$ cat src/rtl/core/u8u16_pkg.sv
// Shared types and constants for the UTF-8 to UTF-16 decoder.
// No dependencies; imported by the interfaces and all core modules.
package u8u16_pkg;

  localparam int unsigned ByteW  = 8;
  localparam int unsigned UnitW  = 16;
  localparam int unsigned PointW = 21;
  localparam int unsigned CountW = 2;

  localparam int unsigned QDepth = 4;
  localparam int unsigned QPtrW  = $clog2(QDepth);
  localparam int unsigned QCntW  = $clog2(QDepth + 1);

  localparam logic [PointW-1:0] Min2Byte    = 21'h00080;
  localparam logic [PointW-1:0] Max2Byte    = 21'h007FF;
  localparam logic [PointW-1:0] Min3Byte    = 21'h00800;
  localparam logic [PointW-1:0] Max3Byte    = 21'h0FFFD;
  localparam logic [PointW-1:0] Min4Byte    = 21'h10000;
  localparam logic [PointW-1:0] Max4Byte    = 21'h10FFFF;
  localparam logic [UnitW-1:0]  HighSurBase = 16'hD800;
  localparam logic [UnitW-1:0]  LowSurBase  = 16'hDC00;

  localparam logic [CountW-1:0] SeqLen2 = 2'd1;
  localparam logic [CountW-1:0] SeqLen3 = 2'd2;
  localparam logic [CountW-1:0] SeqLen4 = 2'd3;

  typedef struct packed {
    logic [UnitW-1:0] code_unit;
    logic             bad_sequence;
    logic             last_of_run;
  } result_t;

  typedef struct packed {
    logic [1:0] n_results;
    result_t    res0;
    result_t    res1;
  } decode_t;

  localparam result_t ErrorResult = '{code_unit: '0, bad_sequence: 1'b1, last_of_run: 1'b1};

  function automatic logic listed_surrogate(input logic [PointW-1:0] v);
    return v == 21'h0D800 || v == 21'h0DB7F || v == 21'h0DB80 || v == 21'h0DBFF ||
           v == 21'h0DC00 || v == 21'h0DF80 || v == 21'h0DFFF;
  endfunction

endpackage

$ cat src/rtl/core/u8u16_if.sv
// Valid/ready channel interfaces for UTF-8 bytes in and UTF-16 units out.
// Depends on u8u16_pkg.
interface u8u16_byte_if import u8u16_pkg::*; ();
  logic             valid;
  logic             ready;
  logic [ByteW-1:0] byte_in;
  logic             end_of_string;

  modport source (output valid, byte_in, end_of_string, input ready);
  modport sink   (input valid, byte_in, end_of_string, output ready);
endinterface

interface u8u16_unit_if import u8u16_pkg::*; ();
  logic             valid;
  logic             ready;
  logic [UnitW-1:0] code_unit;
  logic             bad_sequence;
  logic             last_of_run;

  modport source (output valid, code_unit, bad_sequence, last_of_run, input ready);
  modport sink   (input valid, code_unit, bad_sequence, last_of_run, output ready);
endinterface

$ cat src/rtl/core/u8u16_decode.sv
// Sequence state and per-byte decode into up to two UTF-16 results.
// Depends on u8u16_pkg.
module u8u16_decode import u8u16_pkg::*; (
  input  logic             clk_i,
  input  logic             rst_ni,
  input  logic             accept_i,
  input  logic [ByteW-1:0] byte_i,
  input  logic             eos_i,
  output decode_t          dec_o
);

  logic [CountW-1:0] pend_q, pend_d;
  logic [CountW-1:0] len_q, len_d;
  logic [PointW-1:0] part_q, part_d;

  logic [PointW-1:0] point;
  logic [PointW-1:0] offs;
  logic [CountW-1:0] pend_dec;

  assign point    = {part_q[PointW-7:0], byte_i[5:0]};
  assign offs     = point - Min4Byte;
  assign pend_dec = pend_q - CountW'(1);

  always_comb begin
    pend_d          = pend_q;
    len_d           = len_q;
    part_d          = part_q;
    dec_o.n_results = 2'd0;
    dec_o.res0      = '0;
    dec_o.res1      = '0;
    if (pend_q == '0) begin
      priority if (byte_i < 8'h80) begin
        dec_o.n_results = 2'd1;
        dec_o.res0      = '{code_unit: UnitW'(byte_i), bad_sequence: 1'b0, last_of_run: 1'b1};
      end else if (byte_i < 8'hC0 || byte_i >= 8'hF8) begin
        dec_o.n_results = 2'd1;
        dec_o.res0      = ErrorResult;
      end else begin
        priority if (byte_i < 8'hE0) begin
          part_d = PointW'(byte_i[4:0]);
          len_d  = SeqLen2;
        end else if (byte_i < 8'hF0) begin
          part_d = PointW'(byte_i[3:0]);
          len_d  = SeqLen3;
        end else begin
          part_d = PointW'(byte_i[2:0]);
          len_d  = SeqLen4;
        end
        pend_d = len_d;
        if (eos_i) begin
          pend_d          = '0;
          len_d           = '0;
          part_d          = '0;
          dec_o.n_results = 2'd1;
          dec_o.res0      = ErrorResult;
        end
      end
    end else if (byte_i[7:6] != 2'b10) begin
      pend_d          = '0;
      len_d           = '0;
      part_d          = '0;
      dec_o.n_results = 2'd1;
      dec_o.res0      = ErrorResult;
    end else if (pend_dec != '0) begin
      pend_d = pend_dec;
      part_d = point;
      if (eos_i) begin
        pend_d          = '0;
        len_d           = '0;
        part_d          = '0;
        dec_o.n_results = 2'd1;
        dec_o.res0      = ErrorResult;
      end
    end else begin
      pend_d          = '0;
      len_d           = '0;
      part_d          = '0;
      dec_o.n_results = 2'd1;
      dec_o.res0      = ErrorResult;
      unique case (len_q)
        SeqLen2: begin
          if (point >= Min2Byte && point <= Max2Byte) begin
            dec_o.res0 = '{code_unit: UnitW'(point), bad_sequence: 1'b0, last_of_run: 1'b1};
          end
        end
        SeqLen3: begin
          if (!listed_surrogate(point) && point >= Min3Byte && point <= Max3Byte) begin
            dec_o.res0 = '{code_unit: UnitW'(point), bad_sequence: 1'b0, last_of_run: 1'b1};
          end
        end
        default: begin
          if (point >= Min4Byte && point <= Max4Byte) begin
            dec_o.n_results = 2'd2;
            dec_o.res0 = '{code_unit: HighSurBase + UnitW'(offs[19:10]),
                           bad_sequence: 1'b0, last_of_run: 1'b0};
            dec_o.res1 = '{code_unit: LowSurBase | UnitW'(offs[9:0]),
                           bad_sequence: 1'b0, last_of_run: 1'b1};
          end
        end
      endcase
    end
  end

  always_ff @(posedge clk_i or negedge rst_ni) begin
    if (!rst_ni) begin
      pend_q <= '0;
      len_q  <= '0;
      part_q <= '0;
    end else if (accept_i) begin
      pend_q <= pend_d;
      len_q  <= len_d;
      part_q <= part_d;
    end
  end

  a_pend_le_len: assert property (@(posedge clk_i) disable iff (!rst_ni)
    pend_q != '0 |-> (len_q != '0 && pend_q <= len_q))
    else $error("pending count exceeds sequence length");

  a_idle_clear: assert property (@(posedge clk_i) disable iff (!rst_ni)
    pend_q == '0 |-> (len_q == '0 && part_q == '0))
    else $error("idle decoder holds stale sequence state");

endmodule

$ cat src/rtl/core/u8u16_outq.sv
// Four-entry queue; takes up to two results per push, emits one per cycle while popped.
// Depends on u8u16_pkg.
module u8u16_outq import u8u16_pkg::*; (
  input  logic    clk_i,
  input  logic    rst_ni,
  input  logic    push_i,
  input  decode_t dec_i,
  input  logic    pop_i,
  output logic    room_o,
  output logic    valid_o,
  output result_t head_o
);

  result_t          entries_q [QDepth];
  logic [QPtrW-1:0] wr_ptr_q, rd_ptr_q;
  logic [QCntW-1:0] cnt_q;
  logic [1:0]       n_push;
  logic             do_pop;
  logic [QPtrW-1:0] wr_ptr_nx;

  assign n_push    = push_i ? dec_i.n_results : 2'd0;
  assign do_pop    = pop_i && valid_o;
  assign valid_o   = cnt_q != '0;
  assign room_o    = cnt_q <= QCntW'(QDepth - 2);
  assign head_o    = entries_q[rd_ptr_q];
  assign wr_ptr_nx = wr_ptr_q + QPtrW'(1);

  always_ff @(posedge clk_i) begin
    if (n_push != 2'd0) begin
      entries_q[wr_ptr_q] <= dec_i.res0;
    end
    if (n_push == 2'd2) begin
      entries_q[wr_ptr_nx] <= dec_i.res1;
    end
  end

  always_ff @(posedge clk_i or negedge rst_ni) begin
    if (!rst_ni) begin
      wr_ptr_q <= '0;
      rd_ptr_q <= '0;
      cnt_q    <= '0;
    end else begin
      wr_ptr_q <= wr_ptr_q + QPtrW'(n_push);
      if (do_pop) begin
        rd_ptr_q <= rd_ptr_q + QPtrW'(1);
      end
      cnt_q <= cnt_q + QCntW'(n_push) - QCntW'(do_pop);
    end
  end

  a_no_overflow: assert property (@(posedge clk_i) disable iff (!rst_ni)
    cnt_q <= QCntW'(QDepth))
    else $error("result queue overflow");

  a_ptr_gap: assert property (@(posedge clk_i) disable iff (!rst_ni)
    QPtrW'(wr_ptr_q - rd_ptr_q) == QPtrW'(cnt_q))
    else $error("queue pointers disagree with count");

endmodule

$ cat src/rtl/core/utf8_to_utf16_decoder.sv
// With the queue empty, a result appears on the output in the cycle after its byte's
// transaction; results already queued ahead of it are emitted first.
// Throughput: one byte per cycle until fewer than two of the four queue entries are free,
// when input stalls; the output drains one result per cycle while out_if.ready is high.
// Reset (rst_ni low, asynchronous): decoder idle, no sequence open, queue empty.
// Top level of the UTF-8 to UTF-16 decoder; depends on u8u16_pkg, u8u16_if,
// u8u16_decode and u8u16_outq.
module utf8_to_utf16_decoder import u8u16_pkg::*; (
  input  logic         clk_i,
  input  logic         rst_ni,
  u8u16_byte_if.sink   in_if,
  u8u16_unit_if.source out_if
);

  decode_t dec;
  result_t head;
  logic    room;
  logic    accept;

  assign in_if.ready = room;
  assign accept      = in_if.valid && room;

  u8u16_decode u_decode (
    .clk_i    (clk_i),
    .rst_ni   (rst_ni),
    .accept_i (accept),
    .byte_i   (in_if.byte_in),
    .eos_i    (in_if.end_of_string),
    .dec_o    (dec)
  );

  u8u16_outq u_outq (
    .clk_i   (clk_i),
    .rst_ni  (rst_ni),
    .push_i  (accept),
    .dec_i   (dec),
    .pop_i   (out_if.ready),
    .room_o  (room),
    .valid_o (out_if.valid),
    .head_o  (head)
  );

  assign out_if.code_unit    = head.code_unit;
  assign out_if.bad_sequence = head.bad_sequence;
  assign out_if.last_of_run  = head.last_of_run;

  a_err_shape: assert property (@(posedge clk_i) disable iff (!rst_ni)
    (out_if.valid && out_if.bad_sequence) |-> (out_if.code_unit == '0 && out_if.last_of_run))
    else $error("flagged result not zero or not last");

  a_ascii_next: assert property (@(posedge clk_i) disable iff (!rst_ni)
    (accept && !out_if.valid && dec.n_results != 2'd0) |=> out_if.valid)
    else $error("result missing one cycle after transaction");

endmodule

$ cat src/flat_wrapper.sv
// flat-port wrapper written by rule: the top's interface ports become plain ports
module utf8_to_utf16_decoder_flat import u8u16_pkg::*;
  (clk_i, rst_ni, in_if_valid, in_if_byte_in, in_if_end_of_string, in_if_ready, out_if_valid, out_if_code_unit, out_if_bad_sequence, out_if_last_of_run, out_if_ready);
  u8u16_byte_if in_if_i ();
  u8u16_unit_if out_if_i ();
  input  logic clk_i;
  input  logic rst_ni;
  input wire logic [$bits(in_if_i.valid)-1:0] in_if_valid;
  input wire logic [$bits(in_if_i.byte_in)-1:0] in_if_byte_in;
  input wire logic [$bits(in_if_i.end_of_string)-1:0] in_if_end_of_string;
  output wire logic [$bits(in_if_i.ready)-1:0] in_if_ready;
  output wire logic [$bits(out_if_i.valid)-1:0] out_if_valid;
  output wire logic [$bits(out_if_i.code_unit)-1:0] out_if_code_unit;
  output wire logic [$bits(out_if_i.bad_sequence)-1:0] out_if_bad_sequence;
  output wire logic [$bits(out_if_i.last_of_run)-1:0] out_if_last_of_run;
  input wire logic [$bits(out_if_i.ready)-1:0] out_if_ready;
  assign in_if_i.valid = in_if_valid;
  assign in_if_i.byte_in = in_if_byte_in;
  assign in_if_i.end_of_string = in_if_end_of_string;
  assign in_if_ready = in_if_i.ready;
  assign out_if_valid = out_if_i.valid;
  assign out_if_code_unit = out_if_i.code_unit;
  assign out_if_bad_sequence = out_if_i.bad_sequence;
  assign out_if_last_of_run = out_if_i.last_of_run;
  assign out_if_i.ready = out_if_ready;
  utf8_to_utf16_decoder u_core (.clk_i(clk_i), .rst_ni(rst_ni), .in_if(in_if_i), .out_if(out_if_i));
endmodule
$ cat config.mk
export PLATFORM = sky130hd
export DESIGN_NAME = utf8_to_utf16_decoder_flat
export DESIGN_NICKNAME = d
export VERILOG_FILES = /design/src/rtl/core/u8u16_pkg.sv /design/src/rtl/core/u8u16_if.sv /design/src/rtl/core/u8u16_decode.sv /design/src/rtl/core/u8u16_outq.sv /design/src/rtl/core/utf8_to_utf16_decoder.sv /design/src/flat_wrapper.sv
export SDC_FILE = /design/constraint.sdc
export NUM_CORES = 1
export LEC_CHECK = 0
export CELL_PAD_IN_SITES_DETAIL_PLACEMENT = 1
export CELL_PAD_IN_SITES_GLOBAL_PLACEMENT = 1
export CORE_MARGIN = 2
export CORE_UTILIZATION = 46
export CTS_CLUSTER_DIAMETER = 40
export DETAILED_ROUTE_END_ITERATION = 10
export DONT_BUFFER_PORTS = 1
export PLACE_DENSITY_LB_ADDON = 0.1
export SLEW_MARGIN = 20
export SYNTH_ARGS = -nofsm -noshare
export SYNTH_HDL_FRONTEND = slang
export SYNTH_SLANG_ARGS = --single-unit
$ cat constraint.sdc
create_clock -name clk_i -period 3.6 [get_ports clk_i]
set_clock_uncertainty 0.15 [all_clocks]
set_input_delay 0.54 -clock clk_i [delete_from_list [all_inputs] [get_ports clk_i]]
set_output_delay 0.54 -clock clk_i [all_outputs]
set_load 0.05 [all_outputs]
After elaboration in Yosys (flattened, before gate mapping). Memory sizes are Yosys's and may differ from the RTL's. Cells that the tools add are included.

Bits in read-only memories: 0. Bits of input ports: 13. Latch bits: 0. Register bits after elaboration: 26. RAM bits: 72. Memories: 1.

Eq/ne operators: 14. Div/mod/pow operators: 0. Shift operators: 0. Bitwise logic cells: 0. Reductions and logical operators: 21. $lt $le $gt $ge: 12. Add/sub/neg operators: 8. Multipliers: 0. Muxes and demuxes: 42.

Memory list: u_core.u_outq.entries_q (words 4, width 18, rd ports 1, clocked after memory_dff 0, wr ports 2, line u8u16_outq.sv:14) `result_t entries_q [QDepth];`.

Operators by type and width (number): equality test 21 x 16 -> 1 bit (second input constant) (7); two-way mux 18 bit (6); two-way mux 15 bit (6); two-way mux 20 bit (3); two-way mux 19 bit (3); two-way mux 38 bit (1); one-hot mux 18 bit (2 select lines) (1); < comparator 8 bit (second input constant) (4); two-way mux 2 bit (14); >= comparator 21 x 12 -> 1 bit (second input constant) (1); >= comparator 21 x 17 -> 1 bit (second input constant) (1); >= comparator 21 x 8 -> 1 bit (second input constant) (1); less-or-equal comparator 21 x 11 -> 1 bit (second input constant) (1); less-or-equal comparator 21 x 16 -> 1 bit (second input constant) (1); less-or-equal comparator 21 bit (second input constant) (1); subtractor 20 x 17 -> 20 bit (second input constant) (1); adder 15 x 11 -> 16 bit (first input constant) (1); two-way mux 5 bit (2); >= comparator 8 bit (second input constant) (1); logical OR 1 bit (7); logical AND 1 bit (6); != test 2 bit (second input constant) (3); two-way mux 1 bit (5); adder 2 x 1 -> 2 bit (second input constant) (2); other kinds (16) (18).

Longest topological paths before layout.
Depth in word-level cells: 19. Mapped depth: 14. Gate-level depth less buffers: 14.

By module. From an unflattened synthesis, not the netlist that was laid out.

Cell total of the unflattened synthesis: 443. Area total of the unflattened synthesis: 5740.5 µm².

By module, submodules not included: u8u16_outq (cells each 221, times used 1, seq. area each 2337.2 µm², area an instance 3990.1 µm²); u8u16_decode (cells each 221, times used 1, seq. area each 475.5 µm², area an instance 1744.2 µm²); utf8_to_utf16_decoder (cells each 1, times used 1, seq. area each 0.0 µm², area an instance 6.3 µm²).

Worst setup path before layout. Ideal clock, no wire load.

Path kind: register -> register. Start point: register u_core.u_decode.part_q[10]. End point: register u_core.u_outq.cnt_q[2]. Stages on the path, launching flop included: 15. Data arrival time: 3131 ps. Slack: 197 ps. Clock period less this slack: 3403 ps. Required time: 3327 ps. Setup time: 123 ps. Path through: dfrtp_1 -> inv_1 -> ha_1 -> or3b_1 -> or2_1 -> a41o_1 -> nor3_1 -> o21a_1 -> nand2b_1 -> ha_1 -> inv_1 -> ha_1 -> fa_1 -> xnor2_1 -> xnor2_1.

Word-level cells in the longest chain between the ends: 10.

RTL lines: start, declared (line u8u16_decode.sv:14) `logic [PointW-1:0] part_q, part_d;`; start signal, assigned (line u8u16_decode.sv:112) `part_q <= part_d;`; >= comparator 21 x 17 -> 1 bit or less-or-equal comparator 21 bit (tied branches) (line u8u16_decode.sv:92) `if (point >= Min4Byte && point <= Max4Byte) begin`; logical AND 1 bit (*) (line u8u16_decode.sv:92); two-way mux 38 bit (*) (line u8u16_decode.sv:92); two-way mux 2 bit (*) (line u8u16_decode.sv:80) `unique case (len_q)`; two-way mux 20 bit (*) (line u8u16_decode.sv:64) `end else if (pend_dec != '0) begin`; two-way mux 20 bit (*) (line u8u16_decode.sv:58) `end else if (byte_i[7:6] != 2'b10) begin`; two-way mux 20 bit (*) (line u8u16_decode.sv:31) `if (pend_q == '0) begin`; two-way mux 2 bit (*) (line u8u16_outq.sv:21) `assign n_push = push_i ? dec_i.n_results : 2'd0;`; adder 3 x 2 -> 3 bit (*) (line u8u16_outq.sv:47) `cnt_q <= cnt_q + QCntW'(n_push) - QCntW'(do_pop);`; subtractor 3 x 1 -> 3 bit (*) (line u8u16_outq.sv:47); end signal, assigned (line u8u16_outq.sv:47); end, declared (line u8u16_outq.sv:16) `logic [QCntW-1:0] cnt_q;`.

Mark *: on every way between the ends. The rest lies on a longest branch, timed or not. A chain may end at the register's enable or synchronous reset.

==> results.md <==
- The launch instance of the worst min-delay path is in_if_byte_in[2].
- The H-tree depth reported by CTS is 3.
- After the last flow step, the layout net total stands at 563.
- The type of the worst setup path is flop to flop.
- The highest clock frequency the design can meet is about 290 MHz.
- The root buffer cell chosen for the clock tree is sky130_fd_sc_hd__clkbuf_16.
- The buffer levels on the longest clock path is 2.
- Input and output buffers added on the ports amount to 0.
- The launch point of the worst path is u_core.u_decode.part_q[4]$_DFFE_PN0P_.
- The unique cell type count in the Yosys netlist is 75.
- The flip-flop and latch count after synthesis is just under 100.
- The antenna diode count is 0.
- The core area is roughly 12000 um^2.
- The fraction of final layout cells with drive strength greater than 1 is slightly below 20%.
- For this configuration, the core starts out at a cell density of 46.82%.
- Traced cell by cell, the critical path runs through nand4_1, or4_4, and4bb_1, or3_1, nor2_8, nor2_4, clkinv_4, nand2_1, o22ai_1.
- The delay contributed by the slowest stage of the critical path is 0.58 ns.
- The number of instances in the placed design is around 670.
- The synthesized netlist occupies a cell area of between 5000 and 6000 um^2.
- Dividing the detail-routed via count by the number of cells gives around 6.4.
- The count of pins on the block boundary is 33.
- The standard-cell row count is 40.
- The flow ran to the end, and the final reports show no timing, DRC or antenna violations.
- The smallest clock period supported by the final layout is computed as 3.444 ns.
- The clock transition at the registers of the reported paths is roughly 0.07 ns.
- The number of antenna violations at the first check in global routing is 0.
- The reg-to-reg startpoint is u_core.u_decode.part_q[4]$_DFFE_PN0P_.
- The period utilization is about 96%.
- The area added between synthesis and finish is 11.22%.
- The largest fanout on the critical path is 21.
- The area of the die is between 10000 and 15000 um^2.
- The most frequently used flop master after synthesis is sky130_fd_sc_hd__edfxtp_1.
- In the final timing run, aggregate negative setup slack is 0 ns.
- The element type at the critical path start is a flop.
- The height of the die is 114.1 um.
- Counting flops with a built-in enable in the synthesized netlist gives 64.
- The number of warnings issued by yosys is 0.
- The setup slack at placement is 0.07458 ns.
- The via total after detailed routing is ~4.5k.
- The maximum vdd ir drop is about 0.36 mV.
- Measured against its own limit, the worst slew margin works out to a little over a third.
- The class of the tightest hold or removal check is input port to flop.
- The global-route wire length before repair is between 20000 and 30000 um.
- Synthesis produced approximately 530 cells.
- The number of design rule violations left after detail routing is 0.
- The pin count of the biggest net entering global routing is 30.
- The share of the Yosys chip area taken by registers is just under 50%.
- At the worst endpoint, the required time is roughly 3.5 ns.
- Among cell families on the critical path, the largest total delay comes from simple AND/OR/NAND/NOR gates.
- The first-pass detailed-route iteration total is 5.
- The max-slew violation count is 0.
- Counting flops with an async set or reset pin after synthesis yields a share of between 20% and 30%.
- STA puts the critical path data arrival time at 3.37 ns.
- The leakage dissipation is 2.217 nW.
- The transition time at the pin with the least slew margin is 0.9520 ns.
- The power consumption is 0.004387 W.
- Across the run, the number of max-cap violations was 0.
- The CTS tree is done.
- The number of buffer and inverter instances along the worst setup path is 1.
- The total count of hold-check failures in the final report is 0.
- The number of buffers added by the clock tree synthesis step is 9.
- Once layout is complete, the cells apart from fillers number 692.
- The number of global-route vias before repair was roughly 4.4k.
- The synthesized area divided by synthesized cell count is 10.50 um^2.
- The tree built by TritonCTS fans out to just under 100 sinks.
- The overall overflow remaining after global route is 0.
- After detailed routing, the average wire length per cell comes to around 24 um.
- The half-perimeter wire length after detailed placement is ~12000 um.
- On the critical path, the stage with the largest delay is an instance of sky130_fd_sc_hd__or4_4.
- Routability-driven placement finished with a final weighted congestion of between 0.9 and 1.
- The endpoint kind of the worst setup timing path is a flop.
- The clock latency on the worst-skew pair is between 0.3 and 0.4 ns.
- The post-route antenna net violation count is 0.
- In this run the power density over the cells is between 700 and 800 nW/um^2.
- Setup repair after global routing left no endpoint under its margin.
- The total setup violations reported at the end of the flow is 0.
- The die is about 110 um wide.
- Global routing used between 20 and 30% of the available tracks.
- The total routed wirelength is 16710 um.
- The number of nets handed over by synthesis was roughly 550.
- Setup slack on the critical path of the routed design comes to between 0.15 and 0.2 ns.
- The number of DRC violations after detailed-routing iteration 0 is about 260.
## sequential cells by signal (all words and copies together), names as in the netlist
register                 cells
u_core.u_decode.part_q      15
u_core.u_decode.pend_q       2
u_core.u_outq.rd_ptr_q       2
u_core.u_outq.cnt_q          3
u_core.u_outq.wr_ptr_q       2
u_core.u_decode.len_q        2
u_core.u_outq.entries_q     72
## worst reg2reg max path: cells and delay by family (launching register included)
kind	cells	cell delay (ns)
AO/OA/AOI/OAI	1	0.10
buffers and inverters	1	0.26
AND/OR/NAND/NOR	7	2.16
flip-flops	1	0.48
## path summary, 6_finish.rpt
path | to | slack, ns | depth (start not counted)
setup / recovery | u_core.u_outq.entries_q[0][2]$_DFFE_PP_ | 0.16 | 9
hold / removal | u_core.u_decode.part_q[2]$_DFFE_PN0P_ | 0.18 | 2
setup reg to reg | u_core.u_outq.entries_q[0][2]$_DFFE_PP_ | 0.16 | 9
hold reg to reg | u_core.u_outq.entries_q[2][15]$_SDFFE_PP0P_ | 0.32 | 2
max in group asynchronous | u_core.u_decode.part_q[3]$_DFFE_PN0P_ | 2.69 | 2
min in group asynchronous | u_core.u_outq.cnt_q[2]$_DFF_PN0_ | 0.45 | 2
## cells in the final DEF, fill, tap and decap left out, types with 4 or more instances in the layout
master | netlist | routed
sky130_fd_sc_hd__nand2_1 | 96 | 96
sky130_fd_sc_hd__edfxtp_1 | 64 | 64
sky130_fd_sc_hd__o21ai_0 | 35 | 35
sky130_fd_sc_hd__buf_4 | 2 | 28
sky130_fd_sc_hd__dfrtp_1 | 26 | 26
sky130_fd_sc_hd__nor2_1 | 24 | 24
sky130_fd_sc_hd__inv_1 | 23 | 23
sky130_fd_sc_hd__o22ai_1 | 19 | 19
sky130_fd_sc_hd__mux4_2 | 18 | 18
sky130_fd_sc_hd__a21oi_1 | 14 | 14
sky130_fd_sc_hd__a31o_2 | 11 | 11
sky130_fd_sc_hd__nand3_1 | 10 | 10
sky130_fd_sc_hd__o21ai_1 | 10 | 10
sky130_fd_sc_hd__nor3_1 | 11 | 9
sky130_fd_sc_hd__ha_1 | 9 | 9
sky130_fd_sc_hd__clkbuf_16 | 0 | 9
sky130_fd_sc_hd__nand4_1 | 8 | 8
sky130_fd_sc_hd__nand2b_1 | 8 | 8
sky130_fd_sc_hd__dfxtp_1 | 8 | 8
sky130_fd_sc_hd__o31ai_1 | 7 | 7
sky130_fd_sc_hd__nor4_1 | 8 | 6
sky130_fd_sc_hd__o2bb2ai_1 | 5 | 5
sky130_fd_sc_hd__and2_1 | 4 | 4
sky130_fd_sc_hd__xnor2_1 | 5 | 4
sky130_fd_sc_hd__a311o_1 | 4 | 4
## through the flow
stage,hold WS (ns),area (um^2),utilization [%]
after floorplan,0.09441,5577,-
after global placement,0.09521,5824,48.90
after detailed placement,0.09521,5824,48.90
after CTS,0.1772,6156,51.68
after global routing,0.2063,6202,52.07
final,0.1779,6202,52.07
## logic make-up after synthesis
| kind of cell | count (synthesis) | share of synthesized area [%] |
|---|---|---|
| AO/OA/AOI/OAI | 139 | 17.50 |
| XOR/XNOR | 7 | 1.099 |
| adder cells (fa/ha/maj) | 10 | 2.378 |
| buffers and inverters | 59 | 4.666 |
| flip-flops | 98 | 49.00 |
| multiplexers | 18 | 7.269 |
| AND/OR/NAND/NOR | 200 | 18.08 |
## cells in the mapped netlist (3+ instances only)
| library cell | n | area [um^2] |
|---|---|---|
| sky130_fd_sc_hd__or4_1 | 3 | 22.52 |
| sky130_fd_sc_hd__a211oi_4 | 3 | 60.06 |
| sky130_fd_sc_hd__o41ai_1 | 3 | 26.28 |
| sky130_fd_sc_hd__o22ai_1 | 19 | 118.9 |
| sky130_fd_sc_hd__a21oi_1 | 14 | 70.07 |
| sky130_fd_sc_hd__mux4_2 | 18 | 405.4 |
| sky130_fd_sc_hd__and2_1 | 4 | 25.02 |
| sky130_fd_sc_hd__nand2b_1 | 8 | 50.05 |
| sky130_fd_sc_hd__o21ai_1 | 10 | 50.05 |
| sky130_fd_sc_hd__nor4_1 | 8 | 50.05 |
| sky130_fd_sc_hd__nor2_1 | 24 | 90.09 |
| sky130_fd_sc_hd__buf_1 | 3 | 11.26 |
| sky130_fd_sc_hd__xnor2_1 | 5 | 43.79 |
| sky130_fd_sc_hd__clkbuf_1 | 17 | 63.81 |
| sky130_fd_sc_hd__o31ai_1 | 7 | 52.55 |
| sky130_fd_sc_hd__o211ai_1 | 3 | 22.52 |
| sky130_fd_sc_hd__dfxtp_1 | 8 | 160.2 |
| sky130_fd_sc_hd__buf_2 | 8 | 40.04 |
| sky130_fd_sc_hd__a311o_1 | 4 | 40.04 |
| sky130_fd_sc_hd__inv_1 | 23 | 86.33 |
| sky130_fd_sc_hd__nand3_1 | 10 | 50.05 |
| sky130_fd_sc_hd__nor3_1 | 11 | 55.05 |
| sky130_fd_sc_hd__o2bb2ai_1 | 5 | 43.79 |
| sky130_fd_sc_hd__and3_1 | 3 | 18.77 |
| sky130_fd_sc_hd__ha_1 | 9 | 112.6 |
| sky130_fd_sc_hd__a31o_2 | 11 | 96.34 |
| sky130_fd_sc_hd__edfxtp_1 | 64 | 1922 |
| sky130_fd_sc_hd__nand2_1 | 96 | 360.4 |
| sky130_fd_sc_hd__or3_1 | 3 | 18.77 |
| sky130_fd_sc_hd__o21ai_0 | 35 | 175.2 |
| sky130_fd_sc_hd__nand4_1 | 8 | 50.05 |
| sky130_fd_sc_hd__dfrtp_1 | 26 | 650.6 |
## final cells by class
type | count | area, um^2
clock inverter | 7 | 76.32
clock buffer | 9 | 225.2
timing repair buffer | 31 | 260.3
tap | 147 | 183.9
multi-input combinational | 374 | 2621
fill | 1276 | 5709
sequential | 98 | 2733
inverter | 26 | 102.6
## metal layers
metal | share of wire, % | GRT usage [%] | up-vias | wire length, um
met1 | 45 | 37.49 | 2230 | 7490
met5 | 0 | 0 | - | 0
li1 | - | - | 2018 | -
met4 | 3.4 | 12.11 | 0 | 566
met3 | 5.3 | 3.812 | 42 | 888
met2 | 46 | 41.94 | 166 | 7765
## report_power, final
| part | leakage, nW | internal [W] | switching [W] | total (W) |
|---|---|---|---|---|
| Clock | 0.148 | 0.000546 | 0.000459 | 0.00101 |
| Sequential | 1.02 | 0.00139 | 0.000148 | 0.00154 |
| Combinational | 1.04 | 0.000567 | 0.00128 | 0.00184 |
## what timing repair did
item	CTS	global route
hold buffers	2	0
endpoints found under the hold margin	26	0
endpoints found under the setup margin	0	2
resized for setup	0	7
buffers inserted	0	2
Note: power is estimated with default switching activity, not from simulation.
